--- src/sv/assert_macros.svh ---
// Assertion macros shared by the timer queue RTL.
`ifndef ASSERT_MACROS_SVH
`define ASSERT_MACROS_SVH

// Property that must hold at every clock edge outside reset.
`define ASSERT_ALWAYS(lbl, clk, rst_n, prop) \
    lbl: assert property (@(posedge clk) disable iff (!(rst_n)) (prop)) \
        else $error("assertion failed");

// Antecedent in one cycle requires the consequent in the next.
`define ASSERT_NEXT(lbl, clk, rst_n, ante, cons) \
    lbl: assert property (@(posedge clk) disable iff (!(rst_n)) (ante) |=> (cons)) \
        else $error("assertion failed");

`endif

--- src/sv/tmhq_pkg.sv ---
// Shared codes and field widths of the timer min-heap queue.
package tmhq_pkg;
    localparam int ID_W   = 5;
    localparam int TMO_W  = 24;
    localparam int ELA_W  = 16;
    localparam int OP_W   = 3;
    localparam int KIND_W = 3;

    localparam logic [OP_W-1:0] OP_ADD    = 3'd0;
    localparam logic [OP_W-1:0] OP_UPDATE = 3'd1;
    localparam logic [OP_W-1:0] OP_CANCEL = 3'd2;
    localparam logic [OP_W-1:0] OP_ADV    = 3'd3;
    localparam logic [OP_W-1:0] OP_NWAIT  = 3'd4;
    localparam logic [OP_W-1:0] OP_CLEAR  = 3'd5;

    localparam logic [KIND_W-1:0] EV_EXPIRE = 3'd0;
    localparam logic [KIND_W-1:0] EV_CANCEL = 3'd1;
    localparam logic [KIND_W-1:0] EV_REPORT = 3'd2;
    localparam logic [KIND_W-1:0] EV_DONE   = 3'd3;
    localparam logic [KIND_W-1:0] EV_ABSENT = 3'd4;

    localparam logic [TMO_W-1:0] WAIT_MAX = {TMO_W{1'b1}};
endpackage

--- src/sv/tmhq_mem.sv ---
// Heap entry memory: one write port, one read port, registered read data.
module tmhq_mem #(
    parameter int DEPTH = 32,
    parameter int WIDTH = 37
) (
    input  logic                     i_clk,
    input  logic                     i_we,
    input  logic [$clog2(DEPTH)-1:0] i_waddr,
    input  logic [WIDTH-1:0]         i_wdata,
    input  logic [$clog2(DEPTH)-1:0] i_raddr,
    output logic [WIDTH-1:0]         o_rdata
);
    logic [WIDTH-1:0] r_mem [DEPTH];
    logic [WIDTH-1:0] r_rdata;

    // Write and read in the same clocked block; a read returns the old word.
    always_ff @(posedge i_clk) begin
        if (i_we) begin
            r_mem[i_waddr] <= i_wdata;
        end
        r_rdata <= r_mem[i_raddr];
    end

    assign o_rdata = r_rdata;
endmodule

--- src/sv/timer_min_heap_queue_top.sv ---
// Timer min-heap queue top level: sequencer, id table, clock and output stage.
// One operation is taken at a time. Add, update and cancel walk the heap one
// level at a time through the heap memory, which has one write port and one
// read port. A next-wait request runs a removal walk for each due timer it
// fires, then reports the wait or that nothing is pending.
// The output register lets a new operation enter while a result waits.
module timer_min_heap_queue_top #(
    parameter int TIMER_SLOTS = 32,
    parameter int TIME_BITS   = 32
) (
    input  logic        i_clk,
    input  logic        i_rst_n,
    input  logic        i_s_tvalid,
    output logic        o_s_tready,
    input  logic [47:0] i_s_tdata,  // timer_id[4:0], timeout_ms[28:5], elapsed_ms[44:29]
    input  logic [2:0]  i_s_tuser,  // operation[2:0]
    output logic        o_m_tvalid,
    input  logic        i_m_tready,
    output logic [31:0] o_m_tdata,  // fired_id[4:0], wait_ms[28:5], nothing_pending[29]
    output logic [2:0]  o_m_tuser,  // event_kind[2:0]
    output logic        o_m_tlast
);
    import tmhq_pkg::*;
    `include "assert_macros.svh"

    localparam int IW  = (TIMER_SLOTS > 1) ? $clog2(TIMER_SLOTS) : 1;
    localparam int CW  = $clog2(TIMER_SLOTS + 1);
    localparam int XW  = IW + 2;
    localparam int TW  = TIME_BITS;
    localparam int EW  = ID_W + TW;
    localparam int NID = 1 << ID_W;

    localparam logic [3:0] S_IDLE = 4'd0;
    localparam logic [3:0] S_DISP = 4'd1;
    localparam logic [3:0] S_LD   = 4'd2;
    localparam logic [3:0] S_DN0  = 4'd3;
    localparam logic [3:0] S_DN1  = 4'd4;
    localparam logic [3:0] S_DN2  = 4'd5;
    localparam logic [3:0] S_DN3  = 4'd6;
    localparam logic [3:0] S_UP0  = 4'd7;
    localparam logic [3:0] S_UP1  = 4'd8;
    localparam logic [3:0] S_WB   = 4'd9;
    localparam logic [3:0] S_NW   = 4'd10;
    localparam logic [3:0] S_NW1  = 4'd11;
    localparam logic [3:0] S_NWRM = 4'd12;
    localparam logic [3:0] S_EMIT = 4'd13;

    logic [3:0]       r_state;
    logic [OP_W-1:0]  r_op;
    logic [ID_W-1:0]  r_id;
    logic [TMO_W-1:0] r_tmo;
    logic [ELA_W-1:0] r_ela;
    logic [TW-1:0]    r_now;
    logic [CW-1:0]    r_cnt;
    logic [CW-1:0]    r_n;
    logic [NID-1:0]   r_valid;
    logic [IW-1:0]    r_pos [NID];
    logic [ID_W-1:0]  r_cur_id;
    logic [TW-1:0]    r_cur_exp;
    logic [IW-1:0]    r_i;
    logic             r_moved;
    logic [EW-1:0]    r_lch;
    logic [EW-1:0]    r_best;
    logic [IW-1:0]    r_bidx;

    logic [KIND_W-1:0] r_ekind;
    logic [ID_W-1:0]   r_eid;
    logic [TMO_W-1:0]  r_ewait;
    logic              r_enone;
    logic              r_elast;

    logic              r_ovalid;
    logic [31:0]       r_odata;
    logic [2:0]        r_ouser;
    logic              r_olast;

    logic           mem_we;
    logic [IW-1:0]  mem_waddr;
    logic [EW-1:0]  mem_wdata;
    logic [IW-1:0]  mem_raddr;
    logic [EW-1:0]  mem_rdata;

    function automatic logic earlier(input logic [TW-1:0] a, input logic [TW-1:0] b);
        logic [TW-1:0] d;
        d = a - b;
        return (d != '0) && d[TW-1];
    endfunction

    tmhq_mem #(.DEPTH(TIMER_SLOTS), .WIDTH(EW)) u_mem (
        .i_clk   (i_clk),
        .i_we    (mem_we),
        .i_waddr (mem_waddr),
        .i_wdata (mem_wdata),
        .i_raddr (mem_raddr),
        .o_rdata (mem_rdata)
    );

    // Child and parent positions of the current hole.
    logic [XW-1:0] c_lo;
    logic [XW-1:0] c_hi;
    logic [IW-1:0] parent;
    logic [TW-1:0] rd_exp;
    logic [ID_W-1:0] rd_id;
    logic [TW-1:0] best_exp;
    logic [TW-1:0] delta;
    logic [63:0]   delta_w;
    logic          can_emit;
    logic          id_in_range;
    logic          present;
    logic [IW-1:0] pos_id;
    logic [CW-1:0] cnt_m1;

    assign c_lo     = {1'b0, r_i, 1'b1};
    assign c_hi     = c_lo + XW'(1);
    assign parent   = IW'((r_i - IW'(1)) >> 1);
    assign rd_exp   = mem_rdata[TW-1:0];
    assign rd_id    = mem_rdata[EW-1:TW];
    assign best_exp = r_best[TW-1:0];
    assign delta    = rd_exp - r_now;
    assign delta_w  = 64'(delta);
    assign can_emit = !r_ovalid || i_m_tready;
    assign id_in_range = 32'(r_id) < TIMER_SLOTS;
    assign present  = id_in_range && r_valid[r_id];
    assign pos_id   = r_pos[r_id];
    assign cnt_m1   = r_cnt - CW'(1);

    // Heap memory port control per sequencer step.
    always_comb begin
        mem_we    = 1'b0;
        mem_waddr = r_i;
        mem_wdata = {r_cur_id, r_cur_exp};
        mem_raddr = '0;
        unique case (r_state)
            S_DISP:  mem_raddr = IW'(cnt_m1);
            S_NWRM:  mem_raddr = IW'(cnt_m1);
            S_DN0:   mem_raddr = IW'(c_lo);
            S_DN1:   mem_raddr = IW'(c_hi);
            S_UP0:   mem_raddr = parent;
            S_DN3: begin
                mem_we    = !earlier(r_cur_exp, best_exp);
                mem_wdata = r_best;
            end
            S_UP1: begin
                mem_we    = !earlier(rd_exp, r_cur_exp);
                mem_wdata = mem_rdata;
            end
            S_WB:    mem_we = 1'b1;
            default: mem_raddr = '0;
        endcase
    end

    // Sequencer: dispatch, sift down, sift up, expiry scan.
    always_ff @(posedge i_clk) begin
        if (!i_rst_n) begin
            r_state <= S_IDLE;
            r_cnt   <= '0;
            r_now   <= '0;
            r_valid <= '0;
        end else begin
            unique case (r_state)
                S_IDLE: begin
                    if (i_s_tvalid) begin
                        r_op    <= i_s_tuser;
                        r_id    <= i_s_tdata[4:0];
                        r_tmo   <= i_s_tdata[28:5];
                        r_ela   <= i_s_tdata[44:29];
                        r_state <= S_DISP;
                    end
                end
                S_DISP: begin
                    r_eid     <= (r_op == OP_ADD || r_op == OP_UPDATE || r_op == OP_CANCEL)
                                 ? r_id : '0;
                    r_ewait   <= '0;
                    r_enone   <= 1'b0;
                    r_elast   <= 1'b1;
                    r_moved   <= 1'b0;
                    r_cur_id  <= r_id;
                    r_cur_exp <= r_now + TW'(r_tmo);
                    r_n       <= (r_op == OP_CANCEL) ? cnt_m1 : r_cnt;
                    unique case (r_op)
                        OP_ADD: begin
                            if (!id_in_range) begin
                                r_ekind <= EV_ABSENT;
                                r_state <= S_EMIT;
                            end else if (!present) begin
                                r_ekind        <= EV_DONE;
                                r_i            <= IW'(r_cnt);
                                r_cnt          <= r_cnt + CW'(1);
                                r_valid[r_id]  <= 1'b1;
                                r_state        <= S_UP0;
                            end else begin
                                r_ekind <= EV_DONE;
                                r_i     <= pos_id;
                                r_state <= S_DN0;
                            end
                        end
                        OP_UPDATE: begin
                            if (!present) begin
                                r_ekind <= EV_ABSENT;
                                r_state <= S_EMIT;
                            end else begin
                                r_ekind <= EV_DONE;
                                r_i     <= pos_id;
                                r_state <= S_DN0;
                            end
                        end
                        OP_CANCEL: begin
                            if (!present) begin
                                r_ekind <= EV_ABSENT;
                                r_state <= S_EMIT;
                            end else begin
                                r_ekind       <= EV_CANCEL;
                                r_valid[r_id] <= 1'b0;
                                r_cnt         <= cnt_m1;
                                r_i           <= pos_id;
                                r_state       <= (CW'(pos_id) < cnt_m1) ? S_LD : S_EMIT;
                            end
                        end
                        OP_ADV: begin
                            r_now   <= r_now + TW'(r_ela);
                            r_ekind <= EV_DONE;
                            r_state <= S_EMIT;
                        end
                        OP_NWAIT: begin
                            r_ekind <= EV_DONE;
                            r_state <= S_NW;
                        end
                        OP_CLEAR: begin
                            r_valid <= '0;
                            r_cnt   <= '0;
                            r_ekind <= EV_DONE;
                            r_state <= S_EMIT;
                        end
                        default: begin
                            r_ekind <= EV_DONE;
                            r_state <= S_EMIT;
                        end
                    endcase
                end
                // Last entry moves into the hole and sinks from there, or rises if it cannot sink.
                S_LD: begin
                    r_cur_id  <= rd_id;
                    r_cur_exp <= rd_exp;
                    r_moved   <= 1'b0;
                    r_state   <= S_DN0;
                end
                S_DN0: begin
                    if (c_lo >= XW'(r_n)) begin
                        r_state <= r_moved ? S_WB : S_UP0;
                    end else begin
                        r_state <= S_DN1;
                    end
                end
                S_DN1: begin
                    r_lch <= mem_rdata;
                    if (c_hi < XW'(r_n)) begin
                        r_state <= S_DN2;
                    end else begin
                        r_best  <= mem_rdata;
                        r_bidx  <= IW'(c_lo);
                        r_state <= S_DN3;
                    end
                end
                S_DN2: begin
                    if (earlier(rd_exp, r_lch[TW-1:0])) begin
                        r_best <= mem_rdata;
                        r_bidx <= IW'(c_hi);
                    end else begin
                        r_best <= r_lch;
                        r_bidx <= IW'(c_lo);
                    end
                    r_state <= S_DN3;
                end
                S_DN3: begin
                    if (earlier(r_cur_exp, best_exp)) begin
                        r_state <= r_moved ? S_WB : S_UP0;
                    end else begin
                        r_pos[r_best[EW-1:TW]] <= r_i;
                        r_i     <= r_bidx;
                        r_moved <= 1'b1;
                        r_state <= S_DN0;
                    end
                end
                S_UP0: begin
                    r_state <= (r_i == '0) ? S_WB : S_UP1;
                end
                S_UP1: begin
                    if (earlier(rd_exp, r_cur_exp)) begin
                        r_state <= S_WB;
                    end else begin
                        r_pos[rd_id] <= r_i;
                        r_i          <= parent;
                        r_state      <= S_UP0;
                    end
                end
                S_WB: begin
                    r_pos[r_cur_id] <= r_i;
                    r_state <= (r_op == OP_NWAIT) ? S_NW : S_EMIT;
                end
                S_NW: begin
                    r_eid   <= '0;
                    r_ekind <= EV_REPORT;
                    r_ewait <= '0;
                    if (r_cnt == '0) begin
                        r_enone <= 1'b1;
                        r_elast <= 1'b1;
                        r_state <= S_EMIT;
                    end else begin
                        r_state <= S_NW1;
                    end
                end
                // Root is due: fire it, otherwise report the wait.
                S_NW1: begin
                    if (delta == '0 || delta[TW-1]) begin
                        r_ekind <= EV_EXPIRE;
                        r_eid   <= rd_id;
                        r_elast <= 1'b0;
                    end else begin
                        r_ewait <= (delta_w > 64'(WAIT_MAX)) ? WAIT_MAX
                                                             : delta_w[TMO_W-1:0];
                        r_elast <= 1'b1;
                    end
                    r_state <= S_EMIT;
                end
                S_NWRM: begin
                    r_valid[r_eid] <= 1'b0;
                    r_cnt <= cnt_m1;
                    r_n   <= cnt_m1;
                    r_i   <= '0;
                    r_state <= (cnt_m1 != '0) ? S_LD : S_NW;
                end
                S_EMIT: begin
                    if (can_emit) begin
                        r_state <= r_elast ? S_IDLE : S_NWRM;
                    end
                end
                default: r_state <= S_IDLE;
            endcase
        end
    end

    // Output register: holds one result beat until taken.
    always_ff @(posedge i_clk) begin
        if (!i_rst_n) begin
            r_ovalid <= 1'b0;
        end else if (r_state == S_EMIT && can_emit) begin
            r_ovalid <= 1'b1;
        end else if (i_m_tready) begin
            r_ovalid <= 1'b0;
        end
    end

    always_ff @(posedge i_clk) begin
        if (r_state == S_EMIT && can_emit) begin
            r_odata <= {2'b00, r_enone, r_ewait, r_eid};
            r_ouser <= r_ekind;
            r_olast <= r_elast;
        end
    end

    assign o_s_tready = (r_state == S_IDLE);
    assign o_m_tvalid = r_ovalid;
    assign o_m_tdata  = r_odata;
    assign o_m_tuser  = r_ouser;
    assign o_m_tlast  = r_olast;

    // The pending count always matches the set of valid ids.
    `ASSERT_ALWAYS(a_cnt_matches_valid, i_clk, i_rst_n, $countones(r_valid) == 32'(r_cnt))
    `ASSERT_ALWAYS(a_cnt_bound, i_clk, i_rst_n, 32'(r_cnt) <= TIMER_SLOTS)
    // A fired expiry is always followed by another beat of the same report.
    `ASSERT_NEXT(a_expire_not_last, i_clk, i_rst_n, r_state == S_EMIT && can_emit && r_ekind == EV_EXPIRE, r_state == S_NWRM)
endmodule

--- config.mk ---
export PLATFORM = sky130hd
export DESIGN_NAME = timer_min_heap_queue_top
export DESIGN_NICKNAME = d
export VERILOG_FILES = /design/src/sv/tmhq_pkg.sv /design/src/sv/tmhq_mem.sv /design/src/sv/timer_min_heap_queue_top.sv
export VERILOG_INCLUDE_DIRS = /design/src /design/src/sv
export SDC_FILE = /design/constraint.sdc
export NUM_CORES = 2
export LEC_CHECK = 0
export BUFFER_PORTS_ARGS = -buffer_cell sky130_fd_sc_hd__buf_2
export CAP_MARGIN = 20
export CORE_UTILIZATION = 53
export CTS_BUF_LIST = sky130_fd_sc_hd__clkbuf_8
export DETAILED_ROUTE_END_ITERATION = 6
export PLACE_DENSITY = 0.82
export SYNTH_ARGS = -nofsm -noshare
export SYNTH_HDL_FRONTEND = slang
export SYNTH_SLANG_ARGS = --single-unit
--- constraint.sdc ---
create_clock -name i_clk -period 6.6 [get_ports i_clk]
set_clock_uncertainty 0.15 [all_clocks]
set_input_delay 0.33 -clock i_clk [delete_from_list [all_inputs] [get_ports i_clk]]
set_output_delay 0.33 -clock i_clk [all_outputs]
set_load 0.02 [all_outputs]
==> run metrics <==
status=finished, final reports clean; GRT Overall Usage=0.264; sequential area share after synthesis=0.663; die area=144,000 µm²; initial antenna violation count=8; Avg Cell Area, Syn=12.2 µm²; vias in the first global route=51.0k; total of max-cap violations=0; Initial Utilization=0.534; Vias=52.9k; final antenna-violating net count=0; CTS tree=yes; most frequent cells in the layout=edfxtp_1, nand2_1, nand3_1; Worst-path clk slew=0.06 ns; number of remaining DRC errors=0; die width=379 µm; input/output buffers=87; Area contributors post-synth=edfxtp_1, nand2_1, dfxtp_1; pin slew with the least headroom to its limit=1.13 ns; maximum clock frequency=0.200 GHz; Pwr Density=468 nW/µm²; Mapped Area=75,400 µm²; Leak=30.3 nW; slew margin rel.=0.249; Setup CP Type=register to register; RSZ-0062 raised after global routing=false; Setup Viol. Count Final=0; Root Buffer=clkbuf_8; Area Overhead vs Synth=12.7%; Setup WS pre-CTS=1.68 ns; post-DR wirelength/cell=22.7 µm; H-tree levels=5; total iterations of the first detailed-routing run=6; clock latency at the later pin of the worst-skew pair=0.99 ns; Pins Over Slew Limit=0; top-area cell type share of the netlist area=0.632; CP Max Fanout=37; largest net degree at the start of global routing=116; post-synthesis cell type count=87; Via density=6.22; multi-input logic area=23,600 µm²; Critical Path RT=7.04 ns; Die Y-Extent=379 µm; Post-synth ARST share=0; #FFs+latches synth=1,705; Ports=93; VDD IR max=0.593 mV; Cell Rows=138; synthesized instance count=6,177; final WL=194,000 µm; global placement routability congestion=0.935; Iter 0 DRT Violations=7,171; CTS buffer count=286; Synth area leader=edfxtp_1; Post-synth EDFFs=1,588; commonest non-fill, non-tap cell in the layout=edfxtp_1; CP arrival=5.45 ns; Setup TNS=0 ns; Syn. warnings=0; Final Hold Fails=0; cts repair resizes=0; gr ovfl total=0; Synth Flop Type=edfxtp_1; NumNets Final=6,666; share of post-route cells with drive strength above 1=0.113; worst setup margin=1.59 ns; critical path launch point type=register; Fillers=10.2k; min-delay worst type=input pin to register; Worst Setup End Kind=register; Core Box Area=141,000 µm²; hpwl dp=113,000 µm; fin crit share=0.759; maximum clock path buffer count=4; global-route wire length before repair=292,000 µm; Sequential cell area=50,000 µm²; post-layout min period=5.01 ns; Clock Sinks=1,705
final cells by class:
class                      instances  share of cell area
tap                             1890              0.0278
clock inverter                   179             0.00974
inverter                         172             0.00759
multi-input combinational       3921               0.278
antenna                            3           0.0000883
sequential                      1705               0.588
clock buffer                     303              0.0490
timing repair buffer             335              0.0393
cell usage after synthesis (all sizes together) (56+ instances only):
cell	number
a21o	72
a211oi	56
o21ai	131
ha	187
inv	171
a31oi	96
a311oi	224
clkbuf	267
xnor2	60
nand2	1420
dfxtp	117
nor2	285
mux4	58
a21oi	262
buf	113
edfxtp	1588
nand3	338
and3	164
worst max-delay path, stage by stage, from the launching register on:
cell       delay, ns
edfxtp_1        0.42
ha_1            0.33
a21o_1          0.16
a21o_1          0.18
a21oi_1         0.26
o2111ai_1       0.22
a211oi_1        0.68
xnor2_1         0.24
o211ai_1        0.31
nand2_1         0.60
nor2_4          0.27
buf_4           0.75
routing by layer:
| metal | global-route usage | wire length (µm) |
|---|---|---|
| met4 | 0.116 | 7730 |
| met5 | 0 | 34 |
| met3 | 0.0549 | 22700 |
| met2 | 0.417 | 90100 |
| met1 | 0.355 | 72900 |
worst paths after layout:
check	startpoint	to	slack, ns	depth (start not counted)
worst max-delay path	r_cur_exp[28]$_DFFE_PP_	u_mem.r_mem[30][2]$_DFFE_PP_	1.59	11
worst min-delay path	i_s_tdata[1]	register	0.07	3
worst max register to register	r_cur_exp[28]$_DFFE_PP_	u_mem.r_mem[30][2]$_DFFE_PP_	1.59	11
worst min register to register	r_ewait[3]$_SDFFCE_PN0P_	o_m_tdata[8]$_DFFE_PP_	0.27	0
what timing repair did:
item / in CTS / in global routing
hold buffers: 99 / 0
buffers inserted: 0 / 0
hold endpoints to repair: 77 / 0
cell families (layout without fill, tap and decap cells):
| logic type | after synthesis | after routing | share of synthesized area |
|---|---|---|---|
| mux | 120 | 120 | 0.0263 |
| buf+inv | 552 | 989 | 0.0291 |
| fa+ha+maj | 190 | 190 | 0.0318 |
| flops | 1705 | 1705 | 0.663 |
| other cells | 1 | 5 | 0.0000497 |
| simple gates | 2455 | 2455 | 0.142 |
| compound gates | 1070 | 1070 | 0.0977 |
| xor+xnor | 84 | 84 | 0.00975 |
metrics by stage:
step	hold slack, ns	std cells	power (mW)	instance area [µm²]	util
after detailed placement	0.255	7901	30.6	78400	0.555
after global routing	0.0454	8507	41.6	85000	0.601
after global placement	0.253	7898	30.1	78400	0.554
after floorplan	0.250	6178	25.2	75500	-
final	0.0686	8508	39.8	85000	0.601
after CTS	0.0157	8482	39.0	84400	0.597
registers in the layout, summed over array words and instances (netlist names), 16 cells and up, named ones only:
name	count
r_lch	37
r_best	37
r_ela	16
r_now	32
r_tmo	24
u_mem.r_mem	1184
o_m_tdata	30
r_cur_exp	32
r_pos	160
r_valid	32
u_mem.o_rdata	37
r_ewait	24
power breakdown:
group / internal (mW) / leakage, nW / switching [mW]
Combinational: 5.49 / 12.1 / 11.4
Clock: 4.36 / 2.96 / 4.07
Sequential: 13.8 / 15.3 / 0.732
Note: power is estimated with default switching activity, not from simulation.
